### config.mk
export PLATFORM = sky130hd
export DESIGN_NAME = tlb_lfu_translate
export DESIGN_NICKNAME = d
export VERILOG_FILES = /design/src/sv/tlb_pkg.sv /design/src/sv/tlb_datapath.sv /design/src/sv/tlb_ctrl.sv /design/src/sv/tlb_lfu_translate.sv
export SDC_FILE = /design/constraint.sdc
export NUM_CORES = 1
export LEC_CHECK = 0
export BUFFER_PORTS_ARGS = -buffer_cell sky130_fd_sc_hd__buf_4
export CAP_MARGIN = 20
export CORE_UTILIZATION = 43
export CTS_BUF_LIST = sky130_fd_sc_hd__clkbuf_4
export CTS_CLUSTER_DIAMETER = 200
export DETAILED_ROUTE_END_ITERATION = 8
export GPL_TIMING_DRIVEN = 1
export PLACE_DENSITY = 0.63
export SLEW_MARGIN = 20
export SYNTH_ARGS = -nofsm -noshare
export SYNTH_HDL_FRONTEND = slang
export SYNTH_SLANG_ARGS = --single-unit
### constraint.sdc
create_clock -name clk -period 4.2 [get_ports clk]
set_input_delay 0.63 -clock clk [delete_from_list [all_inputs] [get_ports clk]]
set_output_delay 0.63 -clock clk [all_outputs]
set_load 0.005 [all_outputs]
### src/sv/tlb_pkg.sv
// Package for the translation buffer: payload types, request codes and controller links.
`default_nettype none
package tlb_pkg;

  localparam int TLB_ENTRIES_DEF = 16;
  localparam int COUNT_WIDTH_DEF = 16;

  localparam logic REQ_LOOKUP = 1'b0;
  localparam logic REQ_INVAL  = 1'b1;

  typedef struct packed {
    logic       req_type;
    logic [7:0] page;
    logic [7:0] walk_frame;
  } req_t;

  typedef struct packed {
    logic       hit;
    logic [7:0] frame;
  } rsp_t;

  // Commands from the controller to the datapath.
  typedef struct packed {
    logic start;
    logic scan;
    logic wr1;
    logic wr2;
    logic load;
  } cmd_t;

  // Status from the datapath to the controller.
  typedef struct packed {
    logic occ_zero;
    logic scan_last;
    logic need_wr2;
  } sts_t;

endpackage
`default_nettype wire

### src/sv/tlb_datapath.sv
// Datapath of the translation buffer: entry memories, scan comparator, minimum search, response.
`default_nettype none
module tlb_datapath
  import tlb_pkg::*;
#(
  parameter int TLB_ENTRIES = TLB_ENTRIES_DEF,
  parameter int COUNT_WIDTH = COUNT_WIDTH_DEF
) (
  input  wire logic clk,
  input  wire logic rst,
  input  wire req_t req,
  input  wire cmd_t cmd,
  output sts_t      sts,
  output rsp_t      rsp
);

  localparam int IDX_W = $clog2(TLB_ENTRIES);
  localparam int OCC_W = $clog2(TLB_ENTRIES + 1);
  localparam logic [OCC_W-1:0] OCC_FULL = OCC_W'(TLB_ENTRIES);

  logic [7:0]             mem_page  [TLB_ENTRIES];
  logic [7:0]             mem_frame [TLB_ENTRIES];
  logic [COUNT_WIDTH-1:0] mem_count [TLB_ENTRIES];

  logic [OCC_W-1:0]       occ;
  logic [IDX_W-1:0]       idx;
  logic                   scan_q;
  logic [IDX_W-1:0]       cmp_idx;
  logic [7:0]             rd_page;
  logic [7:0]             rd_frame;
  logic [COUNT_WIDTH-1:0] rd_count;

  req_t                   cur;
  logic                   found;
  logic [IDX_W-1:0]       match_idx;
  logic [7:0]             match_frame;
  logic [COUNT_WIDTH-1:0] match_count;
  logic [IDX_W-1:0]       min_idx;
  logic [COUNT_WIDTH-1:0] min_count;
  logic [7:0]             last_page;
  logic [7:0]             last_frame;
  logic [COUNT_WIDTH-1:0] last_count;

  logic [IDX_W-1:0]       last_idx;
  logic                   full;
  logic                   wr_en;
  logic [IDX_W-1:0]       wr_addr;
  logic [7:0]             wr_page;
  logic [7:0]             wr_frame;
  logic [COUNT_WIDTH-1:0] wr_count;
  logic [OCC_W-1:0]       occ_next;

  assign last_idx = IDX_W'(occ - OCC_W'(1));
  assign full     = (occ == OCC_FULL);

  assign sts.occ_zero  = (occ == '0);
  assign sts.scan_last = (idx == last_idx);
  assign sts.need_wr2  = (cur.req_type == REQ_LOOKUP) && !found && full;

  // Write port selection for the two commit steps.
  always_comb begin
    wr_en    = 1'b0;
    wr_addr  = match_idx;
    wr_page  = last_page;
    wr_frame = last_frame;
    wr_count = last_count;
    occ_next = occ;
    if (cmd.wr1) begin
      if (cur.req_type == REQ_LOOKUP) begin
        wr_en = 1'b1;
        if (found) begin
          wr_page  = cur.page;
          wr_frame = match_frame;
          wr_count = (match_count == '1) ? match_count : match_count + COUNT_WIDTH'(1);
        end else if (!full) begin
          wr_addr  = occ[IDX_W-1:0];
          wr_page  = cur.page;
          wr_frame = cur.walk_frame;
          wr_count = '0;
          occ_next = occ + OCC_W'(1);
        end else begin
          wr_addr = min_idx;
        end
      end else if (found) begin
        wr_en    = 1'b1;
        occ_next = occ - OCC_W'(1);
      end
    end else if (cmd.wr2) begin
      wr_en    = 1'b1;
      wr_addr  = last_idx;
      wr_page  = cur.page;
      wr_frame = cur.walk_frame;
      wr_count = '0;
    end
  end

  always_ff @(posedge clk) begin
    if (wr_en) begin
      mem_page[wr_addr]  <= wr_page;
      mem_frame[wr_addr] <= wr_frame;
      mem_count[wr_addr] <= wr_count;
    end
    rd_page  <= mem_page[idx];
    rd_frame <= mem_frame[idx];
    rd_count <= mem_count[idx];
    cmp_idx  <= idx;
  end

  always_ff @(posedge clk) begin
    if (rst) begin
      occ    <= '0;
      idx    <= '0;
      scan_q <= 1'b0;
      found  <= 1'b0;
    end else begin
      occ    <= occ_next;
      scan_q <= cmd.scan;
      if (cmd.start) begin
        idx   <= '0;
        found <= 1'b0;
      end else if (cmd.scan) begin
        idx <= idx + IDX_W'(1);
      end
      if (scan_q && !found && (rd_page == cur.page)) begin
        found <= 1'b1;
      end
    end
  end

  // Per-entry evaluation of the registered read data, request capture and response load.
  always_ff @(posedge clk) begin
    if (cmd.start) begin
      cur <= req;
    end
    if (scan_q) begin
      if (!found && (rd_page == cur.page)) begin
        match_idx   <= cmp_idx;
        match_frame <= rd_frame;
        match_count <= rd_count;
      end
      if ((cmp_idx == '0) || (rd_count < min_count)) begin
        min_idx   <= cmp_idx;
        min_count <= rd_count;
      end
      if (cmp_idx == last_idx) begin
        last_page  <= rd_page;
        last_frame <= rd_frame;
        last_count <= rd_count;
      end
    end
    if (cmd.load) begin
      rsp.hit <= found;
      if (found) begin
        rsp.frame <= match_frame;
      end else if (cur.req_type == REQ_LOOKUP) begin
        rsp.frame <= cur.walk_frame;
      end else begin
        rsp.frame <= '0;
      end
    end
  end

endmodule
`default_nettype wire

### src/sv/tlb_ctrl.sv
// Controller of the translation buffer: sequences accept, scan, commit writes and response.
`default_nettype none
module tlb_ctrl
  import tlb_pkg::*;
(
  input  wire logic clk,
  input  wire logic rst,
  input  wire logic req_valid,
  output logic      req_stall,
  output logic      rsp_valid,
  input  wire logic rsp_stall,
  input  wire sts_t sts,
  output cmd_t      cmd
);

  typedef enum logic [2:0] {
    S_IDLE,
    S_SCAN,
    S_TAIL,
    S_WR1,
    S_WR2,
    S_DONE
  } state_t;

  state_t state;
  logic   rsp_free;

  assign rsp_free  = !rsp_valid || !rsp_stall;
  assign req_stall = (state != S_IDLE);

  always_comb begin
    cmd       = '0;
    cmd.start = (state == S_IDLE) && req_valid;
    cmd.scan  = (state == S_SCAN);
    cmd.wr1   = (state == S_WR1);
    cmd.wr2   = (state == S_WR2);
    cmd.load  = (state == S_DONE) && rsp_free;
  end

  always_ff @(posedge clk) begin
    if (rst) begin
      state     <= S_IDLE;
      rsp_valid <= 1'b0;
    end else begin
      // The output register fills when a response is loaded and empties on a transfer.
      if (cmd.load) begin
        rsp_valid <= 1'b1;
      end else if (!rsp_stall) begin
        rsp_valid <= 1'b0;
      end
      case (state)
        S_IDLE: begin
          if (req_valid) begin
            state <= sts.occ_zero ? S_WR1 : S_SCAN;
          end
        end
        S_SCAN: begin
          if (sts.scan_last) begin
            state <= S_TAIL;
          end
        end
        S_TAIL: begin
          state <= S_WR1;
        end
        S_WR1: begin
          state <= sts.need_wr2 ? S_WR2 : S_DONE;
        end
        S_WR2: begin
          state <= S_DONE;
        end
        S_DONE: begin
          if (rsp_free) begin
            state <= S_IDLE;
          end
        end
        default: begin
          state <= S_IDLE;
        end
      endcase
    end
  end

endmodule
`default_nettype wire

### src/sv/tlb_lfu_translate.sv
// Top level of the fully associative translation buffer with least-frequently-used eviction.
//
// Requests arrive on the req channel (req_valid, req_stall, req) and each one
// produces exactly one response transfer on the rsp channel (rsp_valid,
// rsp_stall, rsp). A request is a lookup, which returns the stored frame on a
// hit or the supplied walk frame on a miss, or an invalidate, which returns
// the removed frame, or zero when the page is absent.
// Entries live in three memories with registered reads, so a request scans
// the occupied slots one per cycle. A request then passes a tail step, the
// commit write, a second commit write when a miss on a full buffer needs
// it, and the response load; an empty buffer skips the scan and the tail.
// One request is worked on at a time; the next one may be accepted as soon
// as the previous response is loaded, while that response still waits in
// the output register.
// Reset empties the buffer at once by clearing the occupancy count; the entry
// memories are not cleared, since only occupied slots are ever read.
// While the receiver stalls, the response register holds its value and a
// finished request waits in its final step until the register frees up.
`default_nettype none
module tlb_lfu_translate
  import tlb_pkg::*;
#(
  parameter int TLB_ENTRIES = TLB_ENTRIES_DEF,
  parameter int COUNT_WIDTH = COUNT_WIDTH_DEF
) (
  input  wire logic clk,
  input  wire logic rst,
  input  wire logic req_valid,
  output logic      req_stall,
  input  wire req_t req,
  output logic      rsp_valid,
  input  wire logic rsp_stall,
  output rsp_t      rsp
);

  cmd_t cmd;
  sts_t sts;

  // The controller owns the handshakes and the step sequence.
  tlb_ctrl u_ctrl (
    .clk       (clk),
    .rst       (rst),
    .req_valid (req_valid),
    .req_stall (req_stall),
    .rsp_valid (rsp_valid),
    .rsp_stall (rsp_stall),
    .sts       (sts),
    .cmd       (cmd)
  );

  // The datapath holds the entries, the occupancy and the response payload.
  tlb_datapath #(
    .TLB_ENTRIES (TLB_ENTRIES),
    .COUNT_WIDTH (COUNT_WIDTH)
  ) u_datapath (
    .clk (clk),
    .rst (rst),
    .req (req),
    .cmd (cmd),
    .sts (sts),
    .rsp (rsp)
  );

endmodule
`default_nettype wire

==> results list, run 1 <==
- The initial utilization of the core area, before any placement, comes to 0.437.
* Via count: 13,000
- The final number of max-transition violations is 0.
- For the pin with the worst max-slew slack, the measured transition is 0.920 ns.
* Main flop type after synthesis: sky130_fd_sc_hd__edfxtp_1
- The critical path is of the flip-flop to flip-flop type.
* CP most frequent cell: sky130_fd_sc_hd__buf_4
- Based on the critical path, the design can be clocked at up to 0.311 GHz.
- Pin count of the biggest net entering global routing: 48
* Area of the core: 59,200 sq um
* Fin area: 29,900 sq um
* Htree depth: 4
- Reg-to-reg slack, setup: 0.99 ns
* Run status: complete, but fails checks
- Clock transition at the registers of the reported paths: 0.06 ns
* Part of the Yosys area used for sequential elements: 0.757
* Routability-driven placement congestion ratio: 0.812
- Number of max-capacitance violations reported: 0
- The final-report hold violation count was 0.
- Initial detailed-routing violation count: 1,165
- The cell count after synthesis came out at 1,237.
* Proportion of layout cells with a drive suffix above 1: 0.355
* Buffers from clock root to sink, at most: 3
* Relative slew slack: 0.387
- In the post-synthesis netlist, the cell with the most instances is sky130_fd_sc_hd__edfxtp_1.
* Dominant cell type by area after synthesis: sky130_fd_sc_hd__edfxtp_1
- Flops & latches, synth: 669
* Die Height: 247 um
- Drt total wl: 56,200 um
- Antenna violations before repair: 2
- R2r startpoint: u_datapath.occ[0]
- The first global-routing pass estimated 84,400 um of wire.
- In this run, post-CTS repair resized a total of 0 instances.
- Prior to clock tree synthesis, the placed netlist has a worst setup slack of 0.984 ns.
- In this run the horizontal extent of the chip is 247 um.
* Final layout net count: 1,500
- Worst setup path startpoint: u_datapath.occ[0]
- Full die area: 61,200 sq um
- At the later pin of the worst-skew pair, clock insertion delay measures 1.01 ns.
* Placement Cell Area: 27,400 sq um
* Post-route antenna net violation count: 0
- Following the worst setup path forward leads to its endpoint at u_datapath.mem_count[1][5].
- Number of warnings issued by yosys: 0
- By count the netlist is led by 618 x sky130_fd_sc_hd__edfxtp_1, 160 x sky130_fd_sc_hd__mux4_2, 51 x sky130_fd_sc_hd__dfxtp_1, 42 x sky130_fd_sc_hd__nor2_1, 40 x sky130_fd_sc_hd__nand2_1.
* Boundary pin count: 32
* Post-synth EDFFs: 618
- DR pass1 iterations: 7
- Setup violations remaining at the end of the flow were counted as 0.
* Total Neg Setup Slack: 0 ns
- From synthesis to final layout, the design area changed by 15.5%.
* Cell depth of the worst hold path: 2
- CTS saw 669 sinks.
- Net count of the mapped netlist: 1,280
- The worst register-to-register path ends at u_datapath.mem_count[1][5].
* Total power after layout: 14,700 uW
- Netlist cell types: 65
- Core Rows: 89
* CTS tree: done
* Worst VDD drop: 0.000281 V
* Avg WL per Cell: 23.8 um
* Cts bufs inserted: 171
- Including well taps, the total number of placed cells is 2,036.
* RSZ-0062 raised after global routing: false
- The largest individual stage delay along the critical path comes from the cell sky130_fd_sc_hd__dfxtp_1.
- Arrival time of the worst setup path: 3.80 ns
- After detailed routing, the number of vias per cell comes to 5.51.
- Placed wire-length estimate: 32,900 um
* Cell depth of the worst flop-to-flop path: 9
- Worst path max stage delay: 0.60 ns
* Standby leakage power: 0.00972 uW
- Root buffer cell: sky130_fd_sc_hd__clkbuf_4
- Cell types with the largest area share after synthesis: sky130_fd_sc_hd__edfxtp_1 72%, sky130_fd_sc_hd__mux4_2 14%, sky130_fd_sc_hd__dfxtp_1 3.9%
- Total global routing overflow: 0
* Fraction of post-synthesis cell area in the top cell type by area: 0.717
- CP Capture Type: flip-flop
* Number of global-route vias before repair: 13,500
* Buffers added on ports: 31
- Largest fanout on the critical path: 31
- Skew final: 0.0635 ns
* Cell-by-cell trace of the critical path: inv_1 > ha_1 > nor4bb_1 > buf_4 > mux2i_1 > a221oi_2 > nand2_1 > nor2_4 > buf_4
* Tightest Hold Check Type: input port to flip-flop
- Area of the mapped netlist: 25,900 sq um
- Post-detailed-route DRC marker count: 12
* Post-synthesis async set-or-reset flop share: 0
* Min Tclk post-route: 3.21 ns
* Category of the worst setup path launch point: flip-flop
* Worst Setup Slack, final: 0.987 ns
* Non-filler cells in the finished layout: 2,367
* Share of the clock period used by the worst path after layout: 0.765
* Average cell area after synthesis: 20.9 sq um
- Data on the critical path is required at its endpoint by 4.79 ns.
- Dividing total power by cell area gives a power density of 491 nW/um^2.
- GR Util All Layers: 0.192
* Violations in the final reports: DRC
[per-stage QoR]
step | util | hold WS (ns)
floorplan | - | 0.329
finish | 0.504 | 0.361
CTS | 0.504 | 0.253
global route | 0.504 | 0.315
detailed placement | 0.463 | 0.421
global placement | 0.463 | 0.413
[where the power goes]
group	leakage, uW	switching, uW	internal, uW
Combinational	0.00240	711	713
Sequential	0.00600	190	7500
Clock	0.00132	2560	3000
Total	0.00972	3460	11200
[sequential cells by signal, indices dropped and copies added (netlist names), 3 cells and up]
signal and count:
u_datapath.rd_frame 8, u_datapath.last_frame 8, u_datapath.min_count 16, u_datapath.match_idx 4
u_datapath.mem_frame 128, u_datapath.match_count 16, u_datapath.rd_count 16, u_datapath.occ 5
u_datapath.cmp_idx 4, u_datapath.cur 17, u_datapath.idx 4, u_datapath.min_idx 4
u_datapath.rsp 9, u_datapath.last_count 16, u_datapath.mem_count 256, u_datapath.last_page 8
u_ctrl.state 3, u_datapath.mem_page 128, u_datapath.rd_page 8, u_datapath.match_frame 8
[critical path: cells and delay by family (launching register included)]
family	cells	cell delay, ns
buffers and inverters	3	0.81
DFF	1	0.60
and+or+nand+nor	3	0.63
adders and majority gates	1	0.26
AOI/OAI and AO/OA	1	0.34
muxes	1	0.15
[worst min path at each step]
stage | start | endpoint
2_1_floorplan | u_datapath.idx[3] | u_datapath.cmp_idx[3]
3_3_place_gp | u_datapath.rd_frame[3] | u_datapath.last_frame[3]
3_5_place_dp | u_datapath.rd_frame[6] | u_datapath.last_frame[6]
4_1_cts | req[11] | u_datapath.cur[11]
5_1_grt | req[7] | u_datapath.cur[7]
6_report | req[6] | u_datapath.cur[6]
[cell families after synthesis]
logic type               count (synthesis)  share of synthesized area
AO/OA/AOI/OAI                          106                     0.0287
AND/OR/NAND/NOR                        152                     0.0315
XOR/XNOR                                32                     0.0114
multiplexers                           174                      0.145
flip-flops                             669                      0.757
buffers and inverters                   82                     0.0161
adder cells (fa/ha/maj)                 22                     0.0106
[cell type report]
| class | instances | area [sq um] |
|---|---|---|
| Antenna cell | 5 | 12.5 |
| Clock buffer | 253 | 1900 |
| Clock inverter | 52 | 323 |
| Fill cell | 4873 | 29400 |
| Inverter | 21 | 78.8 |
| Multi-Input combinational cell | 486 | 6020 |
| Sequential cell | 669 | 19600 |
| Tap cell | 773 | 967 |
| Timing Repair Buffer | 108 | 983 |
[layer usage]
metal  vias to the layer above  GRT usage  share of wire
met5                         -          0              0
met2                       433      0.287           0.47
met4                         0     0.0785          0.018
met1                      6847      0.274           0.45
li1                       5689          -              -
met3                        76     0.0434          0.063
[what timing repair did]
| item | CTS | global route |
|---|---|---|
| endpoints found under the hold margin | 28 | 0 |
| hold buffers | 20 | 0 |
| setup endpoints to repair | 0 | 0 |
| buffers inserted | 0 | 0 |
[placed cells by master (no fill, tap or decap), types with 17 or more instances in the layout]
cell | synthesis | layout
sky130_fd_sc_hd__mux4_2 | 160 | 160
sky130_fd_sc_hd__nand2_1 | 40 | 40
sky130_fd_sc_hd__clkbuf_4 | 0 | 253
sky130_fd_sc_hd__nor2_1 | 42 | 26
sky130_fd_sc_hd__a21oi_1 | 17 | 17
sky130_fd_sc_hd__inv_1 | 21 | 21
sky130_fd_sc_hd__dlygate4sd3_1 | 0 | 20
sky130_fd_sc_hd__edfxtp_1 | 618 | 618
sky130_fd_sc_hd__buf_4 | 6 | 77
sky130_fd_sc_hd__o21ai_0 | 30 | 29
sky130_fd_sc_hd__clkinv_1 | 0 | 35
sky130_fd_sc_hd__dfxtp_1 | 51 | 47
sky130_fd_sc_hd__ha_1 | 22 | 22
(Power assumes the default switching activity.)
==> run 2, diff against run 1 <==
Settings changed: ABC_AREA set to 1.
Clock period 4.2 ns to 3.2 ns, I/O delays scaled along.
==> run 2 against run 1 <==
  * The run now ends clean
  * Die area is 2.9% higher
  * Critical endpoint is now u_datapath.mem_count[7][14]
  * Via count is 34% higher
  * Largest power group unchanged
  * Clock-buffer cell count is 6 lower
  * Critical path type unchanged
  * Global-route usage is 1.9 points higher
  * Routed wire length is 16% higher
  * Maximum frequency is 19% higher
  * Sequential share of layout area is 1.5 points lower
==> results list, run 2 <==
- Run status: completed (was complete, but fails checks).
* Slew @ Worst Pin: 0.987 ns (was 0.920 ns)
- DR pass1 iterations: 5 (was 7)
* Routability-driven placement congestion ratio: 0.895 (was 0.812)
- The number of maximum-capacitance violations came to 0 (unchanged).
- Largest registers: u_datapath.mem_count x256, u_datapath.mem_frame x128, u_datapath.mem_page x128 (unchanged)
* Post-synth EDFFs: 618 (unchanged)
- CTS tree: done (unchanged)
- Switching Power: 6000 uW (was 3460 uW)
* Non-filler cells in the finished layout: 3,105 (was 2,367)
* Via count: 17,500 (was 13,000)
- Post-route antenna net violation count: 0 (unchanged)
* Antenna violations before repair: 1 (was 2)
- The vertical extent of the die came to 251 um (was 247 um).
* Cts bufs inserted: 166 (was 171)
- The startpoint kind of the worst setup timing path is a flip-flop (unchanged).
- The worst voltage drop across the vdd grid came to 0.000460 V (was 0.000281 V).
- Pin count of the biggest net entering global routing: 194 (was 48)
- Cell-by-cell trace of the critical path: inv_2 > ha_1 > nand3_4 > inv_2 > nand2_2 > nand2_2 > nand2_2 > inv_2 > nand2_1 > nand3_1 (was inv_1 > ha_1 > nor4bb_1 > buf_4 > mux2i_1 > a221oi_2 > nand2_1 > nor2_4 > buf_4).
* Layout area overhead: 14.8% (was 15.5%)
- The number of input and output port buffers inserted is 31 (unchanged).
* Tightest Hold Check Type: input port to flip-flop (unchanged)
- The detailed-route wire length came to 65,400 um (was 56,200 um).
* Final count of negative-setup-slack endpoints: 0 (unchanged)
- Part of the power in the clock network: 0.346 (was 0.379)
* Flip-flop count of the largest register after layout: 256 (unchanged)
- Most common cell after layout, fill and taps aside: sky130_fd_sc_hd__edfxtp_1 (unchanged)
- The total placed cells including tap cells is 2,794 (was 2,036).
- Main flop type after synthesis: sky130_fd_sc_hd__edfxtp_1 (unchanged)
- The global-route congestion overflow total came to 0 (unchanged).
- Most numerous cell types in the synthesized netlist: 618 x sky130_fd_sc_hd__edfxtp_1, 315 x sky130_fd_sc_hd__nor2_1, 306 x sky130_fd_sc_hd__o21ai_0, 160 x sky130_fd_sc_hd__nand2_1, 104 x sky130_fd_sc_hd__o221ai_1 (was 618 x sky130_fd_sc_hd__edfxtp_1, 160 x sky130_fd_sc_hd__mux4_2, 51 x sky130_fd_sc_hd__dfxtp_1, 42 x sky130_fd_sc_hd__nor2_1, 40 x sky130_fd_sc_hd__nand2_1)
- The buffer levels on the longest clock path was 3 (unchanged).
- The floorplan die width was 251 um (was 247 um).
- The overall fraction of global-route tracks in use is 0.211 (was 0.192).
* Number of warnings issued by yosys: 0 (unchanged)
- Initial detailed-routing violation count: 1,609 (was 1,165)
* Worst Setup Path Type: flip-flop to flip-flop (unchanged)
- Skew final: 0.0431 ns (was 0.0635 ns)
- The sum of net half-perimeters after detailed placement came to 38,600 um (was 32,900 um).
* Area of the core: 60,800 sq um (was 59,200 sq um)
- Netlist cell types: 51 (was 65)
* Full die area: 63,000 sq um (was 61,200 sq um)
- The maximum cell stage delay along the critical path is 0.47 ns (was 0.60 ns).
- The final critical-path share of the clock period was 0.846 (was 0.765).
- Cell types with the largest area share after synthesis: sky130_fd_sc_hd__edfxtp_1 70%, sky130_fd_sc_hd__o21ai_0 5.7%, sky130_fd_sc_hd__nor2_1 4.4% (was sky130_fd_sc_hd__edfxtp_1 72%, sky130_fd_sc_hd__mux4_2 14%, sky130_fd_sc_hd__dfxtp_1 3.9%)
* Boundary pin count: 32 (unchanged)
- The internal power consumption was 15,300 uW (was 11,200 uW).
* Fraction of post-synthesis cell area in the top cell type by area: 0.696 (was 0.717)
- Relative slew slack: 0.342 (was 0.387)
* Area of the mapped netlist: 26,600 sq um (was 25,900 sq um)
- Post-detailed-route DRC marker count: 0 (was 12)
- Dominant cell type by area after synthesis: sky130_fd_sc_hd__edfxtp_1 (unchanged)
- The worst path buffer plus inverter count is 3 (unchanged).
* Average cell area after synthesis: 13.1 sq um (was 20.9 sq um)
- The share of the core filled with cells came to 0.503 (was 0.504).
- The sequential group share of total power is 0.498 (was 0.524).
- Clock transition at the registers of the reported paths: 0.07 ns (was 0.06 ns)
* Flops & latches, synth: 669 (unchanged)
* Timing-limited maximum frequency: 0.370 GHz (was 0.311 GHz)
- Number of hold violations in the final report: 0 (unchanged)
- The total of hold buffers inserted after clock tree synthesis came to 21 (was 20).
* RSZ-0062 raised after global routing: false (unchanged)
* Pins over their slew limit: 0 (unchanged)
- The cell with the largest stage delay on the worst path was sky130_fd_sc_hd__nand3_1 (was sky130_fd_sc_hd__dfxtp_1).
- The post-layout net count is 2,244 (was 1,500).
- Gate count after technology mapping: 2,032 (was 1,237)
- The number of H-tree branching levels was 4 (unchanged).
* Root buffer cell: sky130_fd_sc_hd__clkbuf_4 (unchanged)
- The detailed-route vias per instance was 5.63 (was 5.51).
* Largest Register: u_datapath.mem_count (unchanged)
- First-pass GRT wire length: 101,000 um (was 84,400 um)
- The switching part of the total power came to 0.282 (was 0.236).
- The category of the worst setup path capture point is a flip-flop (unchanged).
- Clock sink count: 669 (unchanged)
- Number of global-route vias before repair: 17,200 (was 13,500)
* Gates resized, CTS repair: 0 (unchanged)
* Commonest cells after routing, fill and taps aside: 618 x sky130_fd_sc_hd__edfxtp_1, 306 x sky130_fd_sc_hd__o21ai_0, 299 x sky130_fd_sc_hd__nor2_1 (was 618 x sky130_fd_sc_hd__edfxtp_1, 253 x sky130_fd_sc_hd__clkbuf_4, 160 x sky130_fd_sc_hd__mux4_2)
* Filler cell count in the final layout: 5,252 (was 4,873)
- Post-synthesis async set-or-reset flop share: 0 (unchanged)
- The worst path arrival time came to 3.21 ns (was 3.80 ns).
- Part of the power in combinational logic: 0.155 (was 0.097)
- Clock network latency to the later pin of the worst-skew pair: 0.98 ns (was 1.01 ns)
* Proportion of layout cells with a drive suffix above 1: 0.186 (was 0.355)
* Core Rows: 90 (was 89)
- The aggregate negative setup slack came to 0 ns (unchanged).
* Part of the Yosys area used for sequential elements: 0.735 (was 0.757)
- The post-synthesis net count is 2,075 (was 1,280).
* Largest fanout on the critical path: 16 (was 31)
- Power density normalized to cell area: 697 nW/um^2 (was 491 nW/um^2)
- Initial Util: 0.438 (was 0.437)
- Cell with the most instances after synthesis: sky130_fd_sc_hd__edfxtp_1 (unchanged)
* Data required time at the worst endpoint: 3.71 ns (was 4.79 ns)
* Min Tclk post-route: 2.71 ns (was 3.21 ns)
- Number of buffers added for setup after CTS: 0 (unchanged)
- Largest delay contributor family on the critical path: simple AND/OR/NAND/NOR gates (was buffers and inverters)
- Standby leakage power: 0.0104 uW (was 0.00972 uW)
- Avg WL per Cell: 21.1 um (was 23.8 um)
[run 2: worst paths after layout]
check                         from                          end  slack, ns  cells after the start
min reg2reg  u_datapath.rd_page[1]      u_datapath.last_page[1]       0.44                      0
min                        req[16]           u_datapath.cur[16]       0.23                      2
max reg2reg      u_datapath.occ[0]  u_datapath.mem_count[7][14]       0.49                     10
max              u_datapath.occ[0]  u_datapath.mem_count[7][14]       0.49                     10
[run 2: area by class of cell]
| type | instances | area, sq um | share of cell area |
|---|---|---|---|
| multi-input combinational | 1165 | 6330 | 0.207 |
| antenna | 3 | 7.51 | 0.000245 |
| tap | 782 | 978 | 0.0320 |
| inverter | 79 | 305 | 0.00998 |
| clock inverter | 40 | 357 | 0.0117 |
| timing repair buffer | 120 | 1150 | 0.0377 |
| clock buffer | 247 | 1850 | 0.0606 |
| sequential | 669 | 19600 | 0.641 |
[run 2: routing by layer]
layer,global-route usage,vias up,routed length [um]
li1,-,8027,-
met5,0,-,0
met3,0.0530,93,4760
met4,0.0636,0,1060
met2,0.321,703,30000
met1,0.300,8656,29600
[run 2: worst register-to-register path, stage by stage (launching register included)]
cell,delay (ns)
sky130_fd_sc_hd__dfxtp_1,0.42
sky130_fd_sc_hd__inv_2,0.14
sky130_fd_sc_hd__ha_1,0.26
sky130_fd_sc_hd__nand3_4,0.16
sky130_fd_sc_hd__inv_2,0.07
sky130_fd_sc_hd__nand2_2,0.08
sky130_fd_sc_hd__nand2_2,0.17
sky130_fd_sc_hd__nand2_2,0.20
sky130_fd_sc_hd__inv_2,0.16
sky130_fd_sc_hd__nand2_1,0.10
sky130_fd_sc_hd__nand3_1,0.47
[run 2: cell families (layout without fill, tap and decap cells)]
group	Yosys count	in the layout	synth area share
AO/OA/AOI/OAI	567	567	0.131
XOR/XNOR	7	7	0.00230
adder cells (fa/ha/maj)	22	22	0.0103
buffers and inverters	198	486	0.0331
flip-flops	669	669	0.735
other	0	3	0
AND/OR/NAND/NOR	569	569	0.0881
[run 2: power groups by stage]
stage | sequential, uW | clock, uW | combinational [uW]
final | 10600 | 7380 | 3310
after detailed placement | 10800 | 0 | 3270
after global routing | 10600 | 8020 | 3670
after CTS | 10600 | 7580 | 3310
after global placement | 10800 | 0 | 3200
after floorplan | 10600 | 0 | 2190
[run 2: stage by stage]
step | hold WS [ns] | power (uW) | instance area [sq um] | setup WS (ns)
floorplan | 0.329 | 12800 | 26700 | 0.0132
global placement | 0.414 | 14000 | 28200 | 0.564
detailed placement | 0.424 | 14100 | 28200 | 0.534
CTS | 0.127 | 21500 | 30600 | 0.500
global route | 0.146 | 22300 | 30600 | 0.305
finish | 0.234 | 21300 | 30600 | 0.494
==> run 3, diff against run 2 <==
Clock period 3.2 ns to 2.8 ns, I/O delays scaled along.
==> run 3 against run 2 <==
  * Flip-flop and latch count unchanged
  * Clock skew grew 0.0066 ns
  * Cell count rose by 1.5%
  * Highest routed layer unchanged
  * Clock power increased by 18%
  * Critical endpoint is now u_datapath.mem_count[12][8]
  * Critical path type unchanged
  * Routed wire length grew 6.7%
  * Largest cell class unchanged
  * Non-clock buffer count increased by 28
==> results list, run 3 (synthesized netlist as in run 2, its figures left out) <==
- Run status: completed (unchanged).
- The worst flop-to-flop path startpoint is u_datapath.occ[0] (unchanged).
- Standby leakage power: 0.0107 uW (was 0.0104 uW)
- The capturing instance or port of the critical path is u_datapath.mem_count[12][8] (was u_datapath.mem_count[7][14]).
- The global-route congestion overflow total was 0 (unchanged).
- Final layout net count: 2,277 (was 2,244)
- First-pass GRT wire length: 105,000 um (was 101,000 um)
- The initial core utilization came to 0.438 (unchanged).
- Min Tclk post-route: 2.65 ns (was 2.71 ns)
* Timing-limited maximum frequency: 0.377 GHz (was 0.370 GHz)
- The buffer levels on the longest clock path came to 3 (unchanged).
- CP Capture Type: flip-flop (unchanged)
- The launching instance or port of the critical path is u_datapath.occ[0] (unchanged).
- Routability-driven placement congestion ratio: 0.894 (was 0.895)
* Core Rows: 90 (unchanged)
* Full die area: 63,000 sq um (unchanged)
- Largest fanout on the critical path: 16 (unchanged)
- The slack of the worst reg-to-reg path came to 0.15 ns (was 0.49 ns).
* Buffers added on ports: 31 (unchanged)
- Worst hold slack across all endpoints: 0.138 ns (was 0.234 ns)
- The number of clock buffers inserted by TritonCTS is 171 (was 166).
* Post-route antenna net violation count: 0 (unchanged)
- Post-detailed-route DRC marker count: 0 (unchanged)
- Destination of the worst register-to-register timing path: u_datapath.mem_count[12][8] (was u_datapath.mem_count[7][14])
- The total clock sinks was 669 (unchanged).
- The final setup skew came to 0.0497 ns (was 0.0431 ns).
- Clock transition at the registers of the reported paths: 0.07 ns (about the same)
* Final core utilization: 0.511 (was 0.503)
* Antenna violations before repair: 7 (was 1)
* Boundary pin count: 32 (unchanged)
- GR Util All Layers: 0.224 (was 0.211)
- The number of H-tree branching levels was 4 (unchanged).
- Commonest cells after routing, fill and taps aside: 618 x sky130_fd_sc_hd__edfxtp_1, 305 x sky130_fd_sc_hd__o21ai_0, 299 x sky130_fd_sc_hd__nor2_1 (was 618 x sky130_fd_sc_hd__edfxtp_1, 306 x sky130_fd_sc_hd__o21ai_0, 299 x sky130_fd_sc_hd__nor2_1)
- The buffer type at the clock tree root was sky130_fd_sc_hd__clkbuf_4 (unchanged).
* Arrival time of the worst setup path: 3.35 ns (was 3.21 ns)
- DR pass1 iterations: 7 (was 5)
* Die Height: 251 um (unchanged)
- Flip-flop count of the largest register after layout: 256 (unchanged)
- The wire length per cell after detailed routing came to 22.1 um (was 21.1 um).
- The data required time of the critical path was 3.50 ns (was 3.71 ns).
- The critical path class is flip-flop to flip-flop (unchanged).
- The sum of net half-perimeters after detailed placement was 39,900 um (was 38,600 um).
- The final-report hold violation count came to 0 (unchanged).
* Clock network latency to the later pin of the worst-skew pair: 1.01 ns (was 0.98 ns)
- The cell area after placement was 28,500 sq um (was 28,200 sq um).
- The final number of max-transition violations is 0 (unchanged).
- Fin area: 31,100 sq um (was 30,600 sq um)
- Proportion of layout cells with a drive suffix above 1: 0.204 (was 0.186)
- The kind of path behind the tightest hold check was input port to flip-flop (unchanged).
* Share of the clock period used by the worst path after layout: 0.947 (was 0.846)
* Final count of negative-setup-slack endpoints: 0 (unchanged)
- The startpoint kind of the worst setup timing path is a flip-flop (unchanged).
- Largest Register: u_datapath.mem_count (unchanged)
- The normalized max-slew margin came to 0.389 (was 0.342).
- The actual slew at the worst max-slew pin came to 0.917 ns (was 0.987 ns).
* Number of global-route vias before repair: 17,700 (was 17,200)
- Number of max-capacitance violations reported: 0 (unchanged)
* CTS tree: done (unchanged)
* Vias per std cell: 5.66 (was 5.63)
- The count of buffers added by post-CTS timing repair for setup came to 0 (unchanged).
* Horizontal die dimension: 251 um (unchanged)
* Most common cell after layout, fill and taps aside: sky130_fd_sc_hd__edfxtp_1 (unchanged)
* Cell depth of the worst flop-to-flop path: 10 (unchanged)
- RSZ-0062 raised after global routing: false (unchanged)
* Total Neg Setup Slack: 0 ns (unchanged)
* Drt total wl: 69,800 um (was 65,400 um)
- Power density normalized to cell area: 799 nW/um^2 (was 697 nW/um^2)
- The maximum number of pins on one net before global-route repair is 133 (was 194).
- The relative area change from synthesis to final layout was 16.5% (was 14.8%).
- The via count of the routed design is 17,800 (was 17,500).
- Largest registers: u_datapath.mem_count x256, u_datapath.mem_frame x128, u_datapath.mem_page x128 (unchanged).
- The initial DRC count is 1,858 (was 1,609).
- Worst VDD drop: 0.000379 V (was 0.000460 V)
- Area of the core: 60,800 sq um (unchanged)
-- run 3: cell types whose count changed in the layout (fill, tap and decap cells not counted) --
cell / previous run / this run
sky130_fd_sc_hd__clkinvlp_4: 2 / 0
sky130_fd_sc_hd__o21ai_1: 10 / 11
sky130_fd_sc_hd__clkinv_1: 24 / 17
sky130_fd_sc_hd__inv_2: 13 / 15
sky130_fd_sc_hd__clkbuf_4: 247 / 274
sky130_fd_sc_hd__o21ai_0: 306 / 305
sky130_fd_sc_hd__inv_8: 0 / 1
sky130_fd_sc_hd__diode_2: 3 / 5
sky130_fd_sc_hd__clkinv_2: 5 / 4
sky130_fd_sc_hd__buf_4: 83 / 99
sky130_fd_sc_hd__bufinv_16: 7 / 5
sky130_fd_sc_hd__buf_12: 16 / 28
sky130_fd_sc_hd__clkinv_4: 2 / 1
-- run 3: power by group --
part | internal [uW] | switching [uW]
Sequential | 11800 | 356
Combinational | 1150 | 2810
Clock | 4870 | 3850
-- run 3: cell type report --
type / instances / area (sq um)
Tap cell: 782 / 978
Antenna cell: 5 / 12.5
Clock inverter: 30 / 258
Multi-Input combinational cell: 1165 / 6330
Timing Repair Buffer: 148 / 1510
Sequential cell: 669 / 19600
Fill cell: 5172 / 29800
Inverter: 79 / 308
Clock buffer: 274 / 2060
-- run 3: layer usage --
metal	track usage	wire, um	vias to the layer above
met4	0.0821	1460	0
li1	-	-	8115
met2	0.339	31900	801
met5	0	0	-
met1	0.307	29700	8821
met3	0.0648	6820	109
-- run 3: worst min path at each step --
stage                                 from                         to  slack [ns]  cells after the start
finish                              req[8]          u_datapath.cur[8]        0.14                      2
global route                        req[5]          u_datapath.cur[5]        0.09                      2
CTS                                 req[8]          u_datapath.cur[8]        0.05                      2
detailed placement  u_datapath.rd_frame[0]  u_datapath.match_frame[0]        0.41                      0
global placement    u_datapath.rd_frame[0]   u_datapath.last_frame[0]        0.41                      0
floorplan                u_datapath.idx[3]      u_datapath.cmp_idx[3]        0.33                      0
-- run 3: worst max-delay path: stages (launching register included) --
cell and delay (ns):
sky130_fd_sc_hd__dfxtp_1 0.36, sky130_fd_sc_hd__inv_2 0.16, sky130_fd_sc_hd__ha_1 0.24, sky130_fd_sc_hd__nand3_4 0.15
sky130_fd_sc_hd__inv_2 0.11, sky130_fd_sc_hd__nand2_2 0.07, sky130_fd_sc_hd__nand2_2 0.21, sky130_fd_sc_hd__nand2_2 0.17
sky130_fd_sc_hd__inv_2 0.32, sky130_fd_sc_hd__o21ai_1 0.10, sky130_fd_sc_hd__nand2_1 0.48
-- run 3: per-stage QoR --
| stage | worst slack (ns) | total power (uW) | std cells |
|---|---|---|---|
| final | 0.150 | 24800 | 3152 |
| after global placement | 0.199 | 16100 | 2822 |
| after floorplan | -0.387 | 14700 | 2032 |
| after detailed placement | 0.149 | 16200 | 2822 |
| after CTS | 0.127 | 25000 | 3147 |
| after global routing | 0.00435 | 25900 | 3149 |
-- run 3: timing repair --
| item | CTS | global route |
|---|---|---|
| hold buffers | 21 | 0 |
| hold endpoints to repair | 57 | 0 |
| endpoints found under the setup margin | 0 | 11 |
| resized for setup | 0 | 2 |
